<file path="config.mk">
export PLATFORM = sky130hd
export DESIGN_NAME = omra_ram
export DESIGN_NICKNAME = d
export VERILOG_FILES = /design/src/omra_ram.sv
export SDC_FILE = /design/constraint.sdc
export NUM_CORES = 1
export LEC_CHECK = 0
export BUFFER_PORTS_ARGS = -buffer_cell sky130_fd_sc_hd__buf_4
export CAP_MARGIN = 10
export CORE_MARGIN = 2
export CORE_UTILIZATION = 45
export DETAILED_ROUTE_END_ITERATION = 8
export REMOVE_ABC_BUFFERS = 1
export SLEW_MARGIN = 20
export SYNTH_ARGS = -nofsm -noshare
export SYNTH_HDL_FRONTEND = slang
export SYNTH_SLANG_ARGS = --single-unit
</file>
<file path="constraint.sdc">
create_clock -name clk -period 1.9 [get_ports clk]
set_input_delay 0.19 -clock clk [delete_from_list [all_inputs] [get_ports clk]]
set_output_delay 0.19 -clock clk [all_outputs]
set_load 0.02 [all_outputs]
</file>
<file path="src/omra_ram.sv">
module omra_ram #(
    parameter int W = 8,
    parameter int D = 64
) (
    input  logic                 clk,
    input  logic                 we,
    input  logic [$clog2(D)-1:0] waddr,
    input  logic [W-1:0]         wdata,
    input  logic [$clog2(D)-1:0] raddr,
    output logic [W-1:0]         rdata
);

    logic [W-1:0] mem [D];
    logic [W-1:0] rdata_reg;

    always_ff @(posedge clk)
    begin
        if (we)
        begin
            mem[waddr] <= wdata;
        end
        rdata_reg <= mem[raddr];
    end

    assign rdata = rdata_reg;

endmodule

</file>
## After elaboration in Yosys (flattened, before gate mapping)

Memories as Yosys holds them, arrays and structs flattened. A register that Yosys moved wholly into a read port is not among the register bits.
Index checks and enable logic that the tools add are counted.

| storage, ports and cells | value |
|---|---|
| ROM bits | 0 |
| word-level logic and storage cells | 3 |
| output and inout port bits | 8 |
| latch bits | 0 |
| bits of input ports | 22 |
| memories kept | 1 |
| RAM bits | 512 |
| bits in registers | 0 |

Memories:

| memory | words | bits a word | rd ports | clocked after memory_dff | wr ports | RTL line | source |
|---|---|---|---|---|---|---|---|
| mem | 64 | 8 | 1 | 1 | 1 | 13 | `logic [W-1:0] mem [D];` |

| operators by class | value |
|---|---|
| mux-type cells | 2 |
| magnitude comparators | 0 |
| div/mod/pow operators | 0 |
| shift operators | 0 |
| equal/unequal tests | 0 |
| bitwise operators | 0 |
| reduce and logical (&&, ||, !) cells | 0 |
| multiply operators | 0 |
| add/subtract/negate cells | 0 |

Operator list:

| operator | number |
|---|---|
| $mux W1 | 2 |

## Depth between registers and ports, before layout

| logic depth | value |
|---|---|
| word-level depth | 2 |
| gate-level depth with buffers | 9 |
| gate-level depth less buffers | 5 |

## Least setup slack after synthesis

Ideal clock, no wire load.

| timing | value |
|---|---|
| path type | in2reg |
| start | input port raddr[1] |
| end | register rdata_reg[3] (netlist: rdata[3]), read port of mem |
| arrival | 1.730 ns |
| library setup time | 0.128 ns |
| path buffers | 3 |
| stages on the path | 7 |
| path slack | 0.042 ns |
| required time | 1.772 ns |
| cells stage by stage | buf_4 -> buf_2 -> buf_2 -> mux4_2 -> mux4_2 -> o21ai_1 -> o41ai_1 |

RTL lines:

| item | RTL line | source |
|---|---|---|
| start: declaration | 9 | `input logic [$clog2(D)-1:0] raddr,` |
| end: declaration | 14 | `logic [W-1:0] rdata_reg;` |

==> metrics.cfg <==
[worst_setup_path]
r2r_end = rdata[3]$_DFF_P_
r2r_start = mem[38][3]$_DFFE_PP_
crit_arrival_ns = 2.33
path_common_cell = mux4_2
path_class = reg2reg
crit_cells = 4
end_kind = register
critPathTopFamily = multiplexers
start_kind = register
endpoint = rdata[3]$_DFF_P_
required_ns = 2.36
cp_slowest_cell = mux4_2
slowest_delay_ns = 0.52
cp-startpoint = mem[38][3]$_DFFE_PP_
crit_fanout = 1
path_cells = mux4_2 -> mux4_2 -> o21ai_2 -> o41ai_1
rrSetupSlack_ns = 0.04
cp_num_buf_inv = 0
r2r_cells = 4

[timing]
fin_crit_ns = 1.86
max_freq_mhz = 537
max-slew-margin-rel_pct = 50.0
fin_worst_skew_ns = 0.0296
worstMarginPinSlew_ns = 0.750
fin_crit_sh_pct = 98.1
finalHoldViolations = 0
rsz0062_at_grt = no
drv_slew = 0
setup_violations = 0

[drt]
drcViolationCount = 0
ant_nets = 0
routed_wl_um = 46700
wl_per_cell_um = 26.3
viasPerCell = 5.71
vias = 10100
drt-initial-drc-count = 1285
drt_first_pass_iters = 8

[power]
p_leak_nw = 7.83
intPower_mw = 19.2
p_switching_mw = 5.16
pwr-share-comb_pct = 5.7
ir_worst_vdd_mv = 0.739
sequentialPowerShare_pct = 52.3
powerDensity_nw_per_um2 = 1020
swShare_pct = 21.2
total_power_mw = 24.4
p_clk_share_pct = 42.0

[logic_synthesis]
syn_avg_cell_area_um2 = 21.5
synth_seq_cells = 520
synth_cells = 940
ys_seq_area_share_pct = 77.0
ys.flop_type = edfxtp_1
synthAdderAreaFrac_pct = 0
synth_warnings = 0
synthArstFlopShare_pct = 0
synth_edf_count = 512
yosysUniqueCellTypes = 40
synthSimpleGateAreaFrac_pct = 3.39
synth_xor_area_share_pct = 0
synth_compound_area_share_pct = 2.07
netlist_area_um2 = 20200
synth_top_family_by_area = multiplexers
yosys-mux-area-fraction_pct = 15.9

[grt]
grt_overflow_total = 0
grt_pass1_vias = 10300
grt_max_degree = 65
grt_use_total_pct = 20.5
antenna_found_initial = 1
grt_pass1_wl_um = 69100

[clocking]
h-tree-depth = 2
clock_latency_ns = 0.61
cts_sinks = 520
clockBufferDepth = 3
numCtsBuffers = 54
cts_tree = yes
clockRootBuffer = clkbuf_16
clkTransAtPathRegs_ns = 0.06

[placement]
routabilityCongestion = 0.797
dp_hpwl_um = 29600
port_buffers = 29

[cells_and_area]
antennaDiodeCount = 0
layout_common_cells = 512 x edfxtp_1, 170 x buf_4, 126 x mux4_2
largest_reg_flops = 512
final_layout_size_suffix_gt1_share_pct = 35.0
fillers = 3410
nets = 1155
areaGrowthSynthToFinish_pct = 18.9
final_common_cell = edfxtp_1
post-route-util_pct = 54.2

[outcome]
status = complete, no violations

[floorplanning]
num_rows = 77
die_x_um = 216
die_area_um2 = 46500
start_util_pct = 45.6
ios = 30
die_h_um = 216
coreArea_um2 = 44200

[worst_hold_path]
worstHoldStart = waddr[1]
min_path_type = in2reg

[flow_run]
max-cap-violations = 0

-- synthesized netlist by cell type (3+ instances only) --
cell type | count | share of area [%]
mux2i_1 | 23 | 1.1
a221oi_1 | 6 | 0.26
o2111ai_1 | 3 | 0.13
nand2_1 | 19 | 0.35
nor2b_1 | 14 | 0.43
buf_6 | 4 | 0.22
nand3_1 | 13 | 0.32
mux4_2 | 126 | 14
buf_4 | 13 | 0.48
nor3_1 | 7 | 0.17
edfxtp_1 | 512 | 76
dfxtp_1 | 8 | 0.79
o22ai_1 | 8 | 0.25
a22oi_1 | 3 | 0.11
nor2_1 | 83 | 1.5
nand2b_1 | 7 | 0.22
buf_1 | 4 | 0.074
a21oi_1 | 3 | 0.074
a211oi_1 | 4 | 0.15
clkbuf_1 | 17 | 0.32
mux2_2 | 13 | 0.73
buf_2 | 11 | 0.27
o221ai_1 | 8 | 0.35
o2bb2ai_1 | 3 | 0.13
nand3b_1 | 3 | 0.11
-- per-layer routing --
layer	vias to the layer above	global-route usage [%]	share of wire [%]
met5	-	0	0
met4	0	5.91	2.6
met3	75	3.54	6.4
met2	354	31.8	47
met1	5363	30.3	44
li1	4322	-	-
-- metrics by stage --
stage	cell area [um2]	hold WS, ns	setup slack (ns)	setup TNS, ns	instances
floorplan	19900	0.289	0.216	0	889
global placement	22200	0.602	-0.447	-2.23	1668
detailed placement	22200	0.604	-0.459	-2.36	1668
CTS	23900	0.0766	0.00756	0	1771
global route	24000	0.0973	0.00102	0	1771
finish	24000	0.121	0.0370	0	1771
-- power groups by stage --
stage | clock, mW | combinational [mW] | sequential (mW)
after floorplan | 0 | 0.492 | 13.0
after global routing | 10.9 | 1.49 | 12.7
after CTS | 10.4 | 1.41 | 12.7
final | 10.2 | 1.40 | 12.7
after detailed placement | 0 | 1.40 | 13.0
after global placement | 0 | 1.38 | 13.0
-- cell type report --
cell class                 count  area [um2]  area share (%)
sequential                   520       15500            64.8
multi-input combinational    369        4370            18.2
timing repair buffer         188        1620            6.76
clock buffer                  67        1400            5.84
tap                          592         741            3.09
clock inverter                35         308            1.28
-- cells by family (layout without fill, tap and decap cells) --
family / after synthesis / count (layout)
buf+inv: 51 / 290
flops: 520 / 520
compound gates: 54 / 54
mux: 162 / 162
simple gates: 153 / 153
-- worst min path at each step --
stage	to	slack, ns	cells past startpoint
after floorplan	mem[0][0]$_DFFE_PP_	0.29	0
after global placement	rdata[4]$_DFF_P_	0.60	3
after detailed placement	rdata[5]$_DFF_P_	0.60	2
after CTS	mem[49][2]$_DFFE_PP_	0.08	3
after global routing	mem[49][2]$_DFFE_PP_	0.1	3
final	mem[49][2]$_DFFE_PP_	0.12	3
-- worst register-to-register path: cells and delay by family, from the launching register on --
kind / cells / cell delay (ns)
DFF: 1 / 0.38
AOI/OAI and AO/OA: 2 / 0.36
muxes: 2 / 1.01
-- timing repair --
item                                    in CTS  in global routing
buffers inserted                             0                  0
hold buffers                                 1                  0
endpoints found under the setup margin       4                  6
pin swaps                                    0                  1
gates resized for setup                      6                  5
endpoints found under the hold margin        7                  0
No activity file was read; power rests on OpenSTA's default activity.
